===== config.mk =====
export PLATFORM = sky130hd
export DESIGN_NAME = lsc_merge
export DESIGN_NICKNAME = d
export VERILOG_FILES = /design/src/hdl/lsc_pkg.sv /design/src/hdl/lsc_merge.sv
export SDC_FILE = /design/constraint.sdc
export NUM_CORES = 1
export LEC_CHECK = 0
export ABC_AREA = 1
export BUFFER_PORTS_ARGS = -buffer_cell sky130_fd_sc_hd__buf_2
export CAP_MARGIN = 20
export CORE_UTILIZATION = 40
export DETAILED_ROUTE_END_ITERATION = 10
export PLACE_DENSITY = 0.81
export SLEW_MARGIN = 20
export SYNTH_ARGS = -nofsm -noshare
export SYNTH_HDL_FRONTEND = slang
export SYNTH_SLANG_ARGS = --single-unit

===== constraint.sdc =====
create_clock -name clk_i -period 2.3 [get_ports clk_i]
set_clock_uncertainty 0.15 [all_clocks]
set_input_delay 0.115 -clock clk_i [delete_from_list [all_inputs] [get_ports clk_i]]
set_output_delay 0.115 -clock clk_i [all_outputs]
set_load 0.02 [all_outputs]

===== src/hdl/lsc_pkg.sv =====
// Shared types, constants and control bundles of the line sensor qualifier.
package lsc_pkg;

  localparam int unsigned AdcBits   = 12;
  localparam int unsigned CountBits = 10;
  localparam int unsigned NumCh     = 4;
  localparam int unsigned DarkCntW  = $clog2(NumCh + 1);

  localparam logic [2:0] MinDarkReset = 3'd2;

  typedef enum logic [2:0] {
    KIND_WHITE  = 3'd0,
    KIND_BLACK  = 3'd1,
    KIND_FINISH = 3'd2,
    KIND_DETECT = 3'd3,
    KIND_CLEAR  = 3'd4
  } kind_e;

  typedef struct packed {
    logic [2:0]         kind;
    logic [AdcBits-1:0] sample_ch0;
    logic [AdcBits-1:0] sample_ch1;
    logic [AdcBits-1:0] sample_ch2;
    logic [AdcBits-1:0] sample_ch3;
  } in_item_t;

  typedef struct packed {
    logic [NumCh-1:0]    dark_mask;
    logic [DarkCntW-1:0] dark_count;
    logic                stop_flag;
    logic                is_calibrated;
    logic                calib_error;
    logic [AdcBits-1:0]  level_ch0;
    logic [AdcBits-1:0]  level_ch1;
    logic [AdcBits-1:0]  level_ch2;
    logic [AdcBits-1:0]  level_ch3;
  } out_item_t;

  typedef struct packed {
    logic acc_white;
    logic acc_black;
    logic mul;
    logic load;
    logic div_step;
    logic commit;
  } lane_ctrl_t;

  typedef struct packed {
    logic detect;
    logic clear;
    logic cal_set;
    logic emit;
    logic err;
  } merge_ctrl_t;

endpackage


===== src/hdl/lsc_merge.sv =====
// Merge stage: dark mask, stop latch, calibration flag and the result register.
module lsc_merge (
  input  logic                                        clk_i,
  input  logic                                        rst_ni,
  input  logic                                        cfg_we_i,
  input  logic [2:0]                                  cfg_wdata_i,
  input  lsc_pkg::merge_ctrl_t                        ctrl_i,
  input  logic [lsc_pkg::NumCh-1:0]                   dark_i,
  input  logic [lsc_pkg::NumCh-1:0][lsc_pkg::AdcBits-1:0] level_i,
  input  logic                                        out_ready_i,
  output logic                                        out_valid_o,
  output lsc_pkg::out_item_t                          out_item_o
);
  import lsc_pkg::*;

  function automatic logic [DarkCntW-1:0] popcount(input logic [NumCh-1:0] m);
    logic [DarkCntW-1:0] n;
    n = '0;
    for (int i = 0; i < NumCh; i++) begin
      n = n + DarkCntW'(m[i]);
    end
    return n;
  endfunction

  logic [NumCh-1:0] dark_q, dark_d;
  logic             latch_q, latch_d;
  logic             cal_q, cal_d;
  logic [2:0]       min_q, min_d;
  logic             out_valid_q, out_valid_d;
  out_item_t        out_q, out_d;
  logic [NumCh-1:0] mask_new;

  // Before calibration a detect keeps the old mask but still checks the latch.
  assign mask_new = cal_q ? dark_i : dark_q;

  always_comb begin
    dark_d      = dark_q;
    latch_d     = latch_q;
    cal_d       = cal_q;
    min_d       = cfg_we_i ? cfg_wdata_i : min_q;
    out_valid_d = out_valid_q;
    out_d       = out_q;
    if (ctrl_i.detect) begin
      dark_d = mask_new;
      if (popcount(mask_new) >= min_q) begin
        latch_d = 1'b1;
      end
    end
    if (ctrl_i.clear) begin
      latch_d = 1'b0;
    end
    if (ctrl_i.cal_set) begin
      cal_d = 1'b1;
    end
    if (ctrl_i.emit) begin
      out_valid_d         = 1'b1;
      out_d.dark_mask     = dark_q;
      out_d.dark_count    = popcount(dark_q);
      out_d.stop_flag     = latch_q;
      out_d.is_calibrated = cal_q;
      out_d.calib_error   = ctrl_i.err;
      out_d.level_ch0     = level_i[0];
      out_d.level_ch1     = level_i[1];
      out_d.level_ch2     = level_i[2];
      out_d.level_ch3     = level_i[3];
    end else if (out_ready_i) begin
      out_valid_d = 1'b0;
    end
  end

  always_ff @(posedge clk_i or negedge rst_ni) begin
    if (!rst_ni) begin
      dark_q      <= '0;
      latch_q     <= 1'b0;
      cal_q       <= 1'b0;
      min_q       <= MinDarkReset;
      out_valid_q <= 1'b0;
    end else begin
      dark_q      <= dark_d;
      latch_q     <= latch_d;
      cal_q       <= cal_d;
      min_q       <= min_d;
      out_valid_q <= out_valid_d;
    end
  end

  always_ff @(posedge clk_i) begin
    out_q <= out_d;
  end

  assign out_valid_o = out_valid_q;
  assign out_item_o  = out_q;

  a_emit_free: assert property (@(posedge clk_i) disable iff (!rst_ni)
    ctrl_i.emit |-> (!out_valid_q || out_ready_i))
    else $error("result word written over one not yet taken");

  a_dark_needs_cal: assert property (@(posedge clk_i) disable iff (!rst_ni)
    (dark_q != '0) |-> cal_q)
    else $error("dark mask set before calibration finished");

  a_clear_releases: assert property (@(posedge clk_i) disable iff (!rst_ni)
    ctrl_i.clear |=> !latch_q)
    else $error("stop latch still set after a clear");

endmodule


* After elaboration in Yosys (flattened, before gate mapping)
Index checks and enable logic that the tools add are counted.
Cells by class: add/sub/neg operators 6, order comparisons 1, mux-type cells 6, reduce and logical (&&, ||, !) cells 4
Operators with widths (count):
- $add A2 B1 Y3 | 2
- $add A3 B1 Y3 | 2
- $reduce_bool A2 Y1 | 3
- $mux W1 | 5
- $add A1 B1 Y2 | 2
- $mux W4 | 1
- $ge A3 B3 Y1 | 1
- $reduce_and A2 Y1 | 1
Storage, ports and cells: flip-flop bits (word level) 68, input port bits 64, output and inout port bits 59, logic and storage cells 31

* Depth between registers and ports, before layout
word-level depth 8, gate-level depth with buffers 13, mapped depth without buffers 12

* Worst setup path before layout
Ideal clock, no wire load.
path type reg2reg, start register cal_q, end register latch_q, library setup time 0.120 ns, arrival time 2.059 ns, data required time 2.030 ns, slack -0.029 ns, stages on the path, launching flop included 14, path buffers 1, clock period less this slack 2.329 ns, cells stage by stage dfrtp_1 -> buf_6 -> nand2_1 -> o21ai_2 -> fa_1 -> ha_1 -> ha_1 -> ha_1 -> nand2_1 -> inv_1 -> nand2_1 -> nand2_1 -> nand2_1 -> a21oi_1
On the way: longest elaborated chain between the ends 7
Ends and longest elaborated chain:
- start, declared | line lsc_merge.sv:27 | logic cal_q, cal_d;
- start signal, assigned | line lsc_merge.sv:81 | cal_q <= cal_d;
- $mux W4 | line lsc_merge.sv:34 | assign mask_new = cal_q ? dark_i : dark_q;
- via mask_new[0] | line lsc_merge.sv:31 | logic [NumCh-1:0] mask_new;
- $add A1 B1 Y2 | line lsc_merge.sv:20 | n = n + DarkCntW'(m[i]);
- $add A2 B1 Y3 | line lsc_merge.sv:20
- $add A3 B1 Y3 | line lsc_merge.sv:20
- $ge A3 B3 Y1 | line lsc_merge.sv:45 | if (popcount(mask_new) >= min_q) begin
- $reduce_bool A2 Y1 (no line)
- $reduce_and A2 Y1 (no line)
- end signal, assigned | line lsc_merge.sv:80 | latch_q <= latch_d;
- end, declared | line lsc_merge.sv:26 | logic latch_q, latch_d;
The timed path passes the listed nets, and every way through them passes these cells. A chain may end at the register's enable or synchronous reset.

* Worst setup path after layout
start register cal_q, end register latch_q
On the way: elaborated cells on any way between the ends 7, those cells by class 3 x add/sub; 1 x order compare; 1 x mux; 2 x reduce/logical
RTL lines (line):
- $mux W4 | lsc_merge.sv:34
- via mask_new[3] | lsc_merge.sv:31
- $add A3 B1 Y3 | lsc_merge.sv:20
- $ge A3 B3 Y1 | lsc_merge.sv:45
- $reduce_bool A2 Y1 (no line)
- $reduce_and A2 Y1 (no line)
The timed path passes the listed nets, and every way through them passes these cells.

==> results.yml <==
outcome:
  status: "finished with violations"
  violations: "negative setup slack"
timing:
  setup_tns_ps: -83.39
  maxSlewViolCount: 0
  fin_hold_ws_ps: 41.68
  final.period_utilization_pct: 103.6
  rsz0062_at_grt: "true"
  hold_viol: 0
  max_freq_ghz: 0.4196
  setup_ws_ps: -83.39
  finalCriticalPeriod_ps: 2383
  tightest_slew_ps: 722.7
  setup_viol: 1
  relSlewSlack_pct: 51.82
layout:
  nNetsFinal: 396
  synthToLayoutAreaGrowth_pct: 70.73
  fillers: 348
  diodes: 0
  drive_gt1_share_pct: 47.56
  mostFrequentLayoutCells: "buf_2 (122), dlygate4sd3_1 (65), edfxtp_1 (58), inv_1 (13), nand2_1 (13)"
  multi_input_area_um2: 327.8
  post-route-util_pct: 71.74
  final_area_um2: 3999
  regArea_um2: 1994
  final_common_cell: "buf_2"
synth:
  synth.distinct_cells: 15
  synth.avg_cell_area_um2: 19.20
  synth_area_leaders: "edfxtp_1 (74%), dfrtp_1 (9.6%), ha_1 (3.7%), nand2_1 (2.4%), inv_1 (2.1%)"
  yosysTopAreaCellShare_pct: 74.36
  yosys_warnings: 0
  ys_seq_area_share_pct: 85.10
  netlist_area_um2: 2342
  synth_nets: 195
  synth-seq-cells: 68
  synth_top_area_cell: "edfxtp_1"
  syn_inst: 122
hold_path:
  hp-class: "in2async"
clock_tree:
  insertion_delay_ps: 330
  cts_buffers: 9
  clockRootBuffer: "clkbuf_8"
  cts_setup_buffers: 0
  htree_levels: 3
  clock-sinks: 68
  tritoncts: "yes"
  clock_path_buffers: 2
  clkTransAtPathRegs_ps: 70
floorplanning:
  initial_core_util_pct: 42.02
  num_rows: 27
  die_w_um: 78.52
  design.portCount: 123
  die_h_um: 78.52
  dieArea_um2: 6165
  core_area_um2: 5574
worst_setup_path:
  cp_cell_sequence: "nand2_2, o21ai_2, fa_1, ha_2, ha_4, ha_4, nand2_1, inv_1, nand2_1, nand2_1, nand2_1, a21oi_2"
  startpoint_type: "flip-flop"
  r2r_slack_ps: -80
  criticalPathCategory: "reg2reg"
  worstPathRequired_ps: 2410
  crit_end: "latch_q$_DFFE_PN0P_"
  path_max_fanout: 7
  r2r_start: "cal_q$_DFFE_PN0P_"
  slowest_stage: "fa_1"
  endpoint_kind: "flip-flop"
  reg2reg_depth: 12
  arrival_ps: 2490
  worstSetupStartpoint: "cal_q$_DFFE_PN0P_"
  crit_family: "adder cells"
  cpPeakStageDelay_ps: 550
  crit_top_cell: "nand2_1"
  reg2reg_to: "latch_q$_DFFE_PN0P_"
  worstSetupPathDepth: 12
  path_buf_inv: 1
place:
  preCtsSetupSlack_ps: -132.3
  place.port_buffers: 122
  placed_area_um2: 3104
  globalplace.congestion: 0.7821
  dp_hpwl_mm: 3.458
routing:
  post-route-drc-count: 0
  drtIter0Drc: 131
  first_pass_iters: 4
  ant_nets: 0
  viasPerCell: 4.410
  totalWireLength_mm: 6.125
  vias: 1764
  routedWlPerCell_um: 15.31
power_and_ir_drop:
  leakage_nw: 1.778
  p_per_area_nw_per_um2: 784.5
  ir_worst_vdd_uv: 500.4
global_route:
  grt_pass1_vias: 1835
  grt_max_degree: 60
  track_usage_pct: 21.12
  antenna_found_initial: 0
  overflow: 0
  grt_pass1_wl_mm: 9.335
job:
  maxCapViolations: 0
## power by group
| part | internal (mW) | switching [mW] |
|---|---|---|
| Clock | 0.723 | 0.444 |
| Combinational | 0.222 | 0.261 |
| Sequential | 1.46 | 0.0321 |
## flip-flops by register name, indices dropped and copies added (netlist names)
name and count:
cal_q 1, min_q 3, out_valid_o 1, out_item_o 58, dark_q 4, latch_q 1
## worst min-delay path by stage
stage	start	endpoint	slack (ps)	depth (start not counted)
after CTS	rst_ni	dark_q[3]$_DFFE_PN0P_	5	2
after detailed placement	rst_ni	min_q[2]$_DFFE_PN0P_	-160	1
final	rst_ni	dark_q[1]$_DFFE_PN0P_	40	2
after floorplan	rst_ni	cal_q$_DFFE_PN0P_	-330	0
after global placement	rst_ni	out_valid_o$_DFFE_PN0P_	-160	1
after global routing	rst_ni	dark_q[2]$_DFFE_PN0P_	50	2
## metal layers
metal | vias up | global-route usage, % | share of wire (%)
li1 | 837 | - | -
met1 | 827 | 26.43 | 43
met2 | 91 | 35.30 | 49
met3 | 9 | 4.651 | 6.4
met4 | 0 | 8.889 | 1.4
met5 | - | 0 | 0
## cells in the mapped netlist, drive strengths merged
cell    count
dfstp       1
dfrtp       9
inv        13
o21ai      10
or2         1
ha          7
edfxtp     58
buf         2
fa          2
o21bai      1
a21oi       2
mux2        1
nand2      15
## cell families after synthesis
group                    count (synthesis)  share of synthesized area [%]
flip-flops                              68                          85.10
AND/OR/NAND/NOR                         16                          2.671
buffers and inverters                   15                          2.778
AO/OA/AOI/OAI                           13                          3.526
adder cells (fa/ha/maj)                  9                          5.449
multiplexers                             1                         0.4807
## layout make-up
type	instances	share of cell area [%]
flip-flops and latches	68	49.87
repair buffers	192	32.48
multi-input cells	39	8.198
clock buffers	10	3.191
clock inverters	6	2.785
well taps	72	2.253
inverters	13	1.220
## metrics by stage
step,power (mW),std cells
after floorplan,1.704,122
after global placement,1.875,319
after detailed placement,1.893,319
after CTS,3.151,400
after global routing,3.266,400
final,3.137,400
## timing repair
item                       CTS  global route
pin swaps                    1             0
hold buffers                65             0
setup endpoints to repair    1             1
hold endpoints to repair    69             0
resized for setup            1             1
(Power assumes the default switching activity.)
