[src/hdl/lsc_pkg.sv]
// Shared types, constants and control bundles of the line sensor qualifier.
package lsc_pkg;

  localparam int unsigned AdcBits   = 12;
  localparam int unsigned CountBits = 10;
  localparam int unsigned NumCh     = 4;
  localparam int unsigned DarkCntW  = $clog2(NumCh + 1);

  localparam logic [2:0] MinDarkReset = 3'd2;

  typedef enum logic [2:0] {
    KIND_WHITE  = 3'd0,
    KIND_BLACK  = 3'd1,
    KIND_FINISH = 3'd2,
    KIND_DETECT = 3'd3,
    KIND_CLEAR  = 3'd4
  } kind_e;

  typedef struct packed {
    logic [2:0]         kind;
    logic [AdcBits-1:0] sample_ch0;
    logic [AdcBits-1:0] sample_ch1;
    logic [AdcBits-1:0] sample_ch2;
    logic [AdcBits-1:0] sample_ch3;
  } in_item_t;

  typedef struct packed {
    logic [NumCh-1:0]    dark_mask;
    logic [DarkCntW-1:0] dark_count;
    logic                stop_flag;
    logic                is_calibrated;
    logic                calib_error;
    logic [AdcBits-1:0]  level_ch0;
    logic [AdcBits-1:0]  level_ch1;
    logic [AdcBits-1:0]  level_ch2;
    logic [AdcBits-1:0]  level_ch3;
  } out_item_t;

  typedef struct packed {
    logic acc_white;
    logic acc_black;
    logic mul;
    logic load;
    logic div_step;
    logic commit;
  } lane_ctrl_t;

  typedef struct packed {
    logic detect;
    logic clear;
    logic cal_set;
    logic emit;
    logic err;
  } merge_ctrl_t;

endpackage

[src/hdl/lsc_lane.sv]
// One channel lane: calibration sums, threshold divider and dark compare.
module lsc_lane #(
  parameter int unsigned COUNT_BITS = lsc_pkg::CountBits
) (
  input  logic                                  clk_i,
  input  logic                                  rst_ni,
  input  lsc_pkg::lane_ctrl_t                   ctrl_i,
  input  logic [lsc_pkg::AdcBits-1:0]           sample_i,
  input  logic [COUNT_BITS-1:0]                 wcnt_i,
  input  logic [COUNT_BITS-1:0]                 bcnt_i,
  input  logic [2*COUNT_BITS+lsc_pkg::AdcBits-1:0] den_sh_i,
  output logic                                  dark_o,
  output logic [lsc_pkg::AdcBits-1:0]           level_o
);
  import lsc_pkg::*;

  localparam int unsigned SumW  = AdcBits + COUNT_BITS;
  localparam int unsigned ProdW = SumW + COUNT_BITS;
  localparam int unsigned NumW  = ProdW + 1;

  logic [SumW-1:0]    sum_w_q, sum_w_d;
  logic [SumW-1:0]    sum_b_q, sum_b_d;
  logic [AdcBits-1:0] level_q, level_d;
  logic [ProdW-1:0]   prod_w_q, prod_w_d;
  logic [ProdW-1:0]   prod_b_q, prod_b_d;
  logic [NumW-1:0]    rem_q, rem_d;
  logic [AdcBits-1:0] quo_q, quo_d;
  logic [NumW-1:0]    den_ext;
  logic               rem_ge;

  assign den_ext = NumW'(den_sh_i);
  assign rem_ge  = (rem_q >= den_ext);

  always_comb begin
    sum_w_d  = sum_w_q;
    sum_b_d  = sum_b_q;
    level_d  = level_q;
    prod_w_d = prod_w_q;
    prod_b_d = prod_b_q;
    rem_d    = rem_q;
    quo_d    = quo_q;
    if (ctrl_i.acc_white) begin
      sum_w_d = sum_w_q + SumW'(sample_i);
    end
    if (ctrl_i.acc_black) begin
      sum_b_d = sum_b_q + SumW'(sample_i);
    end
    // Cross products of the midpoint numerator; the halving sits in the divisor.
    if (ctrl_i.mul) begin
      prod_w_d = ProdW'(sum_w_q) * ProdW'(bcnt_i);
      prod_b_d = ProdW'(sum_b_q) * ProdW'(wcnt_i);
    end
    if (ctrl_i.load) begin
      rem_d = NumW'(prod_w_q) + NumW'(prod_b_q);
      quo_d = '0;
    end else if (ctrl_i.div_step) begin
      if (rem_ge) begin
        rem_d = rem_q - den_ext;
      end
      quo_d = {quo_q[AdcBits-2:0], rem_ge};
    end
    if (ctrl_i.commit) begin
      level_d = quo_q;
      sum_w_d = '0;
      sum_b_d = '0;
    end
  end

  always_ff @(posedge clk_i or negedge rst_ni) begin
    if (!rst_ni) begin
      sum_w_q <= '0;
      sum_b_q <= '0;
      level_q <= '0;
    end else begin
      sum_w_q <= sum_w_d;
      sum_b_q <= sum_b_d;
      level_q <= level_d;
    end
  end

  always_ff @(posedge clk_i) begin
    prod_w_q <= prod_w_d;
    prod_b_q <= prod_b_d;
    rem_q    <= rem_d;
    quo_q    <= quo_d;
  end

  assign dark_o  = (sample_i > level_q);
  assign level_o = level_q;

endmodule

[config.mk]
export PLATFORM = sky130hd
export DESIGN_NAME = lsc_lane
export DESIGN_NICKNAME = d
export VERILOG_FILES = /design/src/hdl/lsc_pkg.sv /design/src/hdl/lsc_lane.sv
export SDC_FILE = /design/constraint.sdc
export NUM_CORES = 1
export LEC_CHECK = 0
export ABC_AREA = 1
export CAP_MARGIN = 10
export CORE_MARGIN = 4
export CORE_UTILIZATION = 41
export CTS_CLUSTER_DIAMETER = 120
export DETAILED_ROUTE_END_ITERATION = 6
export DONT_BUFFER_PORTS = 1
export PLACE_DENSITY = 0.56
export SLEW_MARGIN = 20
export SYNTH_ARGS = -nofsm -noshare
export SYNTH_HDL_FRONTEND = slang
export SYNTH_SLANG_ARGS = --single-unit
[constraint.sdc]
create_clock -name clk_i -period 4.5 [get_ports clk_i]
set_input_delay 0.675 -clock clk_i [delete_from_list [all_inputs] [get_ports clk_i]]
set_output_delay 0.675 -clock clk_i [all_outputs]
set_load 0.05 [all_outputs]
## After elaboration in Yosys (flattened, before gate mapping)

Index checks and enable logic that the tools add are counted.

| storage, ports and cells | value |
|---|---|
| register bits | 165 |
| output and inout bits | 13 |
| word-level logic and storage cells | 27 |

| cells by class | value |
|---|---|
| add/sub/neg operators | 4 |
| $mul | 2 |
| magnitude comparators | 2 |
| multiplexer cells | 7 |
| reduce and logical (&&, ||, !) cells | 5 |

Operator list:

| cell | number |
|---|---|
| $mux 33 | 3 |
| $mux 22 | 4 |
| $mul 22x10->32 | 2 |
| $add 22x12->22 | 2 |
| $add 32x32->33 | 1 |
| $ge 33x32->1 | 1 |
| $sub 33x32->33 | 1 |
| $gt 12x12->1 | 1 |
| $reduce_bool 2->1 | 4 |
| $reduce_and 2->1 | 1 |

## Logic depth before layout (Yosys ltp)

Gate-level depths: netlist (run 1).

| depth | value |
|---|---|
| depth after elaboration | 4 |
| gate-level depth with buffers | 24 |
| mapped depth without buffers | 22 |

## Least setup slack after synthesis (run 1)

Ideal clock, no wire load.

| path | value |
|---|---|
| path type | input port to flip-flop |
| start | input wcnt_i[1] |
| end | register prod_b_q[17] (data pin) |
| setup time | 0.259 ns |
| arrival | 4.901 ns |
| path slack | -0.660 ns |
| stages on the path | 20 |
| cells stage by stage | clkbuf_1 > nand2_1 > fa_1 > inv_1 > fa_1 > inv_1 > fa_1 > inv_1 > fa_1 > inv_1 > fa_1 > inv_1 > ha_1 > a21oi_1 > o21ai_0 > a21oi_1 > o21ai_2 > nand2_1 > nand2_1 > xor2_1 |

| on the way | value |
|---|---|
| word-level cells in the longest chain between the ends | 1 |

Ends and longest elaborated chain:

| element | line | source |
|---|---|---|
| start: declaration | lsc_lane.sv:9 | `input logic [COUNT_BITS-1:0] wcnt_i,` |
| $mul 22x10->32 | lsc_lane.sv:51 | `prod_b_d = ProdW'(sum_b_q) * ProdW'(wcnt_i);` |
| end signal: assignment | lsc_lane.sv:83 | `prod_b_q <= prod_b_d;` |
| end: declaration | lsc_lane.sv:25 | `logic [ProdW-1:0] prod_b_q, prod_b_d;` |

No other way between the ends.
A chain may end at the register's enable or synchronous reset.

## Worst setup path after layout (run 1)

| path | value |
|---|---|
| start | register sum_w_q[14] |
| end | register prod_w_q[28] (data pin) |

| on the way | value |
|---|---|
| word-level cells in the longest chain between the ends | 1 |

Ends and longest elaborated chain:

| element | line | source |
|---|---|---|
| start: declaration | lsc_lane.sv:21 | `logic [SumW-1:0] sum_w_q, sum_w_d;` |
| start signal: assignment | lsc_lane.sv:75 | `sum_w_q <= sum_w_d;` |
| $mul 22x10->32 | lsc_lane.sv:50 | `prod_w_d = ProdW'(sum_w_q) * ProdW'(bcnt_i);` |
| end signal: assignment | lsc_lane.sv:82 | `prod_w_q <= prod_w_d;` |
| end: declaration | lsc_lane.sv:24 | `logic [ProdW-1:0] prod_w_q, prod_w_d;` |

No other way between the ends.

==> impl_results.md, run 1 <==
- Status: finished, violations left
- Failing checks: setup timing
- Die X: ~260 µm
- Main combinational cell family by area after synthesis: adder cells
- Setup-failing EPs final: 43
- CTS max path bufs: 2
- Post-Synthesis Cells: between 3000 and 4000
- IO Count: 85
- Worst-margin pin slew: 0.792 ns
- Fin cells: 4750
- Setup TNS: -6.64 ns
- Vias per inst: 4.95
- Pre-CTS setup slack: -0.456 ns
- Fmax: 0.209 GHz
- Synthesis-to-finish area growth: 24.1%
- Hold crit path type: in2async
- Largest net degree at the start of global routing: 65
- Reg area: roughly 0.0046 mm²
- # fillers: 6129
- RSZ-0062 raised after global routing: yes
- Max-Cap Viols: 0
- Crit path DAT: 5.01 ns
- Crit-path most repeated cell: inv_2
- Vias in the first global route: roughly 24000
- Critical Path RT: ~4.7 ns
- Distinct cell type count after synthesis: 46
- TritonCTS Sinks: approximately 170
- Flops & latches, synth: 165
- Detailed Route Iter0 Violations: 1403
- Leakage power total: 17.7 nW
- Final worst path period share: 1.06
- Final hold viol count: 0
- Complex-gate fraction of the synthesized area: 0.0930
- Post-route ant nets: 0
- Slew Limit Fails: 0
- Post-layout min period: 4.78 ns
- CP Buf/Inv Count: 8
- Slowest CP cell: fa_2
- Root buf cell: clkbuf_16
- Ant diodes: 0
- DRT Wirelength: about 80000 µm
- Post-synthesis mux area share: 0.000380
- Ys Warns: 0
- Chip height: 262 µm
- Row cnt: 92
- IO Port Bufs: 0
- DRC Markers: 0
- Pre-antenna DRT Iters: 5
- Final RePlAce weighted congestion: slightly above 0.9
- Final Skew: between 0.015 and 0.02 ns
- Synth Area in XOR/XNOR: 0.0266
- Syn_nets: 4245
- Synth Area in Adders: 0.354
- Setup crit end kind: flip-flop
- Core Footprint: 0.0633 mm²
- Final worst-path setup slack: -0.276 ns
- Share of cells above drive strength 1: 0.213
- HPWL Detailed: 63100 µm
- Power Dens Cells: 696 mW/mm²
- Global-route wire length before repair: 125000 µm
- Synthesized-area fraction occupied by and/or/nand/nor cells: 0.228
- Reg clk slew, reported paths: 0.07 ns
- Clk Latency, worst-skew pair: 0.49 ns
- CTS tree: built
- Final net count: 4517
- Multi-input gate area: approximately 0.021 mm²
- Crit-path max cell delay: about 0.56 ns
- Inserted Clock Buffers: 17
- Sequential fraction of the synthesis area: 0.173
- Avg Synthesized Cell Area: 7.29 µm²
- CP startpoint kind: flip-flop
- Initial Util: 0.416
- Crit-path cells: buf_12 -> buf_6 -> nand2_2 -> inv_2 -> fa_1 -> inv_2 -> fa_2 -> inv_2 -> fa_2 -> fa_1 -> inv_2 -> fa_1 -> inv_2 -> ha_4 -> nand2_4 -> nor2_4 -> inv_2 -> nor2_4 -> nand4_1 -> nand4_1 -> nand2_1
- Slew headroom: 0.472
- Crit Path Class: reg2reg
- Mapped Area: 0.0264 mm²
- WL per Instance: 16.4 µm
- Fin Hold WS: 0.0351 ns
- Total power: around 23 mW
- Dpl cells: 4627
- Worst Path Max Fanout: 5
- GRT Util Overall: 0.230
- Top Family by Delay on Critical Path: adder cells
- Total gr overflow: 0
- Peak supply drop: between 1000 and 1500 µV
- Htree depth: 4
- Die area: 0.0684 mm²
- Via count: 23500
- Initial antenna violation count: 0
-- where the power goes --
part           leakage, nW  total [mW]  switching, mW  internal [mW]
clock                0.287        1.49          0.749          0.740
combinational         15.6        18.6           10.1           8.49
sequential            1.78        2.70          0.334           2.36
total                 17.7        22.8           11.2           11.6
-- metal layers --
layer / vias to the layer above / global-route usage / part of all wire
met4: 0 / 0.0614 / 0.024
met1: 11100 / 0.315 / 0.46
met2: 570 / 0.375 / 0.46
li1: 11700 / - / -
met3: 91 / 0.0448 / 0.056
met5: - / 0 / 0
-- cell families after synthesis --
family | after synthesis
buf+inv | 877
compound gates | 450
xor+xnor | 80
fa+ha+maj | 554
mux | 1
flops | 165
simple gates | 1492
-- cell usage after synthesis, drive strengths merged --
| cell | number | area share |
|---|---|---|
| o21bai | 17 | 0.0048 |
| nand3 | 125 | 0.024 |
| nor4 | 5 | 0.0012 |
| dfrtp | 56 | 0.053 |
| xor2 | 60 | 0.020 |
| nand2 | 1011 | 0.14 |
| o21ai | 174 | 0.034 |
| nor2 | 263 | 0.038 |
| or2 | 3 | 0.00071 |
| fa | 320 | 0.24 |
| a21oi | 213 | 0.041 |
| nand3b | 13 | 0.0037 |
| o31ai | 1 | 0.00028 |
| buf | 6 | 0.0012 |
| inv | 772 | 0.11 |
| a31oi | 7 | 0.0017 |
| mux2i | 1 | 0.00038 |
| edfxtp | 97 | 0.11 |
| xnor2 | 20 | 0.0066 |
| nor3 | 28 | 0.0053 |
| ha | 234 | 0.11 |
| dfxtp | 12 | 0.0091 |
| nand4 | 41 | 0.0097 |
| o2bb2ai | 1 | 0.00033 |
| and2 | 2 | 0.00047 |
| o22ai | 2 | 0.00047 |
| o21a | 8 | 0.0023 |
| a21boi | 6 | 0.0020 |
| nor3b | 1 | 0.00028 |
| a22o | 4 | 0.0013 |
| o211ai | 3 | 0.0010 |
| a21o | 14 | 0.0040 |
| clkbuf | 98 | 0.014 |
| clkinv | 1 | 0.00014 |
-- worst paths after layout --
kind	cells past startpoint	to	slack [ns]	from
min	1	sum_b_q[12]	0.04	rst_ni
min in group clk_i	1	quo_q[0]	0.29	ctrl_i[2]
max	21	prod_w_q[28]	-0.28	sum_w_q[14]
min reg2reg	2	level_o[11]	0.47	quo_q[11]
max reg2reg	21	prod_w_q[28]	-0.28	sum_w_q[14]
max in group asynchronous	1	sum_w_q[11]	4.16	rst_ni
-- cells in the final DEF, fill, tap and decap left out, drive strengths merged, types with 2 or more instances in the layout --
cell	n
a21oi	213
clkbuf	17
nor2	263
buf	357
nor4	5
nand3b	13
inv	783
fa	320
dfxtp	12
o21ai	174
nand3	125
o211ai	3
ha	234
a31oi	7
and2	2
o21a	8
xnor2	20
or2	3
a21o	14
nor3	28
a22o	4
edfxtp	97
nand2	1011
o21bai	17
nand4	41
dfrtp	56
clkinv	5
a21boi	6
o22ai	2
xor2	60
-- timing repair --
action / in CTS / in global routing
hold buffers: 1 / 0
buffers inserted: 73 / 21
endpoints found under the setup margin: 47 / 46
endpoints found under the hold margin: 56 / 0
resized for setup: 290 / 208
pin swaps: 135 / 124
cloned: 0 / 0
-- registers in the layout (all words and copies together), names as in the netlist --
register  flops
prod_b_q     32
level_o      12
sum_b_q      22
prod_w_q     32
rem_q        33
quo_q        12
sum_w_q      22
-- per-stage QoR --
step / cell area [µm²] / utilization
CTS: 31800 / 0.502
floorplan: 27200 / -
finish: 32700 / 0.517
global route: 32700 / 0.517
detailed placement: 29700 / 0.468
global placement: 29700 / 0.468
-- worst reg2reg max path: cells and delay by family, from the launching register on --
kind	cells	cell delay, ns
fa+ha+maj	6	2.77
simple gates	7	0.77
buf+inv	8	0.54
flops	1	0.44
-- cell type report --
type	count	share of cell area
clock buffer	17	0.0130
multi-input combinational	2577	0.627
tap	846	0.0324
timing repair buffer	357	0.0935
clock inverter	15	0.00467
inverter	773	0.0889
sequential	165	0.141
(Power assumes the default switching activity.)
==> inputs of run 2 (changes only) <==
--- a/config.mk
+++ b/config.mk
@@ -12,6 +12,7 @@
 export CTS_CLUSTER_DIAMETER = 120
 export DETAILED_ROUTE_END_ITERATION = 6
 export DONT_BUFFER_PORTS = 1
+export MAX_ROUTING_LAYER = met4
 export PLACE_DENSITY = 0.56
 export SLEW_MARGIN = 20
 export SYNTH_ARGS = -nofsm -noshare
==> run 2 against run 1 <==
The flow still finishes with violations (setup timing). Core utilization down 0.23 points. Cell count down 0.25%. Clock-buffer cell count unchanged. Critical path depth down 2. Non-clock buffer count down 13. Clock skew down 0.0019 ns. Register-to-register slack better by 0.04 ns. First-iteration DRC count down 8.3%. Setup slack better by 0.038 ns. Final area down 0.45%. Sequential cell count unchanged. Critical endpoint is now prod_b_q[31]. Largest power group unchanged. Highest routed layer unchanged.
==> impl_results.md, run 2 (synthesis gave the netlist of run 1 again) <==
- Status: finished, violations left
- Failing checks: setup timing
- RSZ-0062 raised after global routing: yes
- Commonest non-fill, non-tap cells in the layout: nand2_1, inv_1, fa_1
- Top flop regs: rem_q (33), prod_b_q (32), prod_w_q (32)
- Initial antenna violation count: 1 (+1)
- DRC Markers: 0 (unchanged)
- Reg2Reg Capture Point: prod_b_q[31]
- Final Skew: 0.0158 ns (-0.00189 ns)
- Setup crit end kind: flip-flop
- R2R Path Start: sum_b_q[14]
- Setup slack, reg-to-reg: -0.24 ns (+0.04 ns)
- Setup-failing EPs final: 42 (-2.3%)
- Share of cells above drive strength 1: 0.208 (-0.00546)
- GRT Util Overall: 0.235 (+0.00499)
- CP startpoint kind: flip-flop
- Slew Limit Fails: 0 (unchanged)
- Final hold viol count: 0 (unchanged)
- Vias per inst: 4.93 (-0.42%)
- Pre-antenna DRT Iters: 6 (+1)
- Die X: 262 µm (unchanged)
- Hold crit path type: in2async
- Crit path DAT: 4.98 ns (-0.03 ns)
- Clk Latency, worst-skew pair: 0.49 ns (about the same)
- Post-route ant nets: 0 (unchanged)
- Post-layout min period: 4.74 ns (-0.0384 ns)
- Largest net degree at the start of global routing: 65 (unchanged)
- CTS max path bufs: 2 (unchanged)
- Power Dens Cells: 699 mW/mm² (+0.43%)
- Final worst path period share: 1.05 (-0.00854)
- Most common cell after layout, fill and taps aside: nand2_1
- Worst Path Max Fanout: 6 (+1)
- Chip height: 262 µm (unchanged)
- DRT Wirelength: 77100 µm (-1.1%)
- Met2 Usage GRT: 0.363 (-0.0121)
- CTS tree: built
- Htree depth: 4 (unchanged)
- Total gr overflow: 0 (unchanged)
- Root buf cell: clkbuf_16
- Setup TNS: -5.67 ns (+0.969 ns)
- Fin Hold WS: 0.0288 ns (-0.00628 ns)
- TritonCTS Sinks: 165 (unchanged)
- Number of flip-flops in the largest register: 33 (unchanged)
- Register name with the most flops: rem_q
- Reg2reg path depth: 19 (-9.5%)
- Core Footprint: 0.0633 mm² (unchanged)
- Row cnt: 92 (unchanged)
- HPWL Detailed: 62900 µm (-0.20%)
- IO Port Bufs: 0 (unchanged)
- Final net count: 4504 (-0.29%)
- Critical Path RT: 4.74 ns (about the same)
- Final worst-path setup slack: -0.237 ns (+0.0384 ns)
- WL per Instance: 16.3 µm (-0.86%)
- Inserted Clock Buffers: 17 (unchanged)
- Fmax: 0.211 GHz (+0.81%)
- # fillers: 6220 (+1.5%)
- Max-Cap Viols: 0 (unchanged)
- Initial Util: 0.416 (unchanged)
- IO Count: 85 (unchanged)
- Peak supply drop: 1060 µV (-5.8%)
- Die area: 0.0684 mm² (unchanged)
- Global-route wire length before repair: 124000 µm (-0.86%)
- Via count: 23400 (-0.68%)
- Final design utilization: 0.514 (-0.00233)
- Detailed Route Iter0 Violations: 1287 (-8.3%)
- Met1 Resource Use GR: 0.318 (+0.00303)
- GR peak layer: met2
- Reg clk slew, reported paths: 0.07 ns (about the same)
- Met3 Usage GRT: 0.0400 (-0.00474)
- Pre-CTS setup slack: -0.430 ns (+0.0260 ns)
- Leakage power total: 17.7 nW (about the same)
- Synthesis-to-finish area growth: 23.5%
- Final RePlAce weighted congestion: 0.950 (+2.5%)
- Crit Path Class: reg2reg
- Slew headroom: 0.473 (+0.00126)
- Vias in the first global route: 23700 (-0.51%)
- Worst-margin pin slew: 0.790 ns (-0.00189 ns)
run 2: changes by cell type in the layout (fill, tap and decap cells not counted), sizes merged:
cell | before | now
inv | 783 | 780
bufinv | 0 | 1
buf | 357 | 344
clkinv | 5 | 7
diode | 0 | 1
run 2: how the worst max path moves through the flow:
stage,startpoint,endpoint,depth (start not counted)
after floorplan,bcnt_i[3],prod_w_q[23],21
after global placement,bcnt_i[4],prod_w_q[27],16
after detailed placement,wcnt_i[2],prod_b_q[19],20
after CTS,sum_b_q[9],prod_b_q[30],20
after global routing,sum_w_q[6],prod_w_q[26],22
final,sum_b_q[14],prod_b_q[31],19
run 2: area by class of cell:
cell class | instances | area (µm²) | area share
flip-flops and latches | 165 | 4600 | 0.141
diodes | 1 | 2.50 | 0.0000768
clock inverters | 15 | 183 | 0.00561
repair buffers | 344 | 2950 | 0.0906
inverters | 773 | 2910 | 0.0893
well taps | 846 | 1060 | 0.0325
clock buffers | 17 | 425 | 0.0131
multi-input cells | 2577 | 20400 | 0.628
run 2: critical path, stage by stage, from the launching register on:
cell,delay [ns]
dfrtp_2,0.49
buf_12,0.16
nand2_1,0.05
inv_1,0.05
fa_2,0.52
inv_2,0.04
fa_1,0.52
inv_1,0.05
fa_1,0.45
fa_1,0.49
inv_1,0.05
fa_1,0.49
inv_2,0.05
ha_4,0.28
a21oi_4,0.17
o21ai_2,0.08
o21bai_4,0.19
a21oi_2,0.15
nand2_1,0.09
xor2_1,0.14
run 2: what timing repair did:
action,in CTS,in global routing
endpoints found under the setup margin,47,47
buffers inserted,62,24
endpoints found under the hold margin,56,0
pin swaps,146,111
gates resized for setup,305,174
hold buffers,1,0
run 2: stage by stage:
step           instances  total power, mW  instance area [µm²]
6_report            4738             22.8                32600
5_1_grt             4738             24.7                32600
4_1_cts             4714             21.4                31700
3_5_place_dp        4620             17.1                29700
3_3_place_gp        4620             17.1                29700
2_1_floorplan       3619             12.2                27200
run 2: where the power goes:
part           internal [mW]  switching [mW]
Clock                  0.795           0.742
Combinational           8.36            10.2
Sequential              2.36           0.332
run 2: routing by layer:
metal | part of all wire | up-vias
met2 | 0.45 | 546
met5 | 0 | -
met4 | 0.029 | 0
li1 | - | 11700
met3 | 0.055 | 106
met1 | 0.47 | 11000
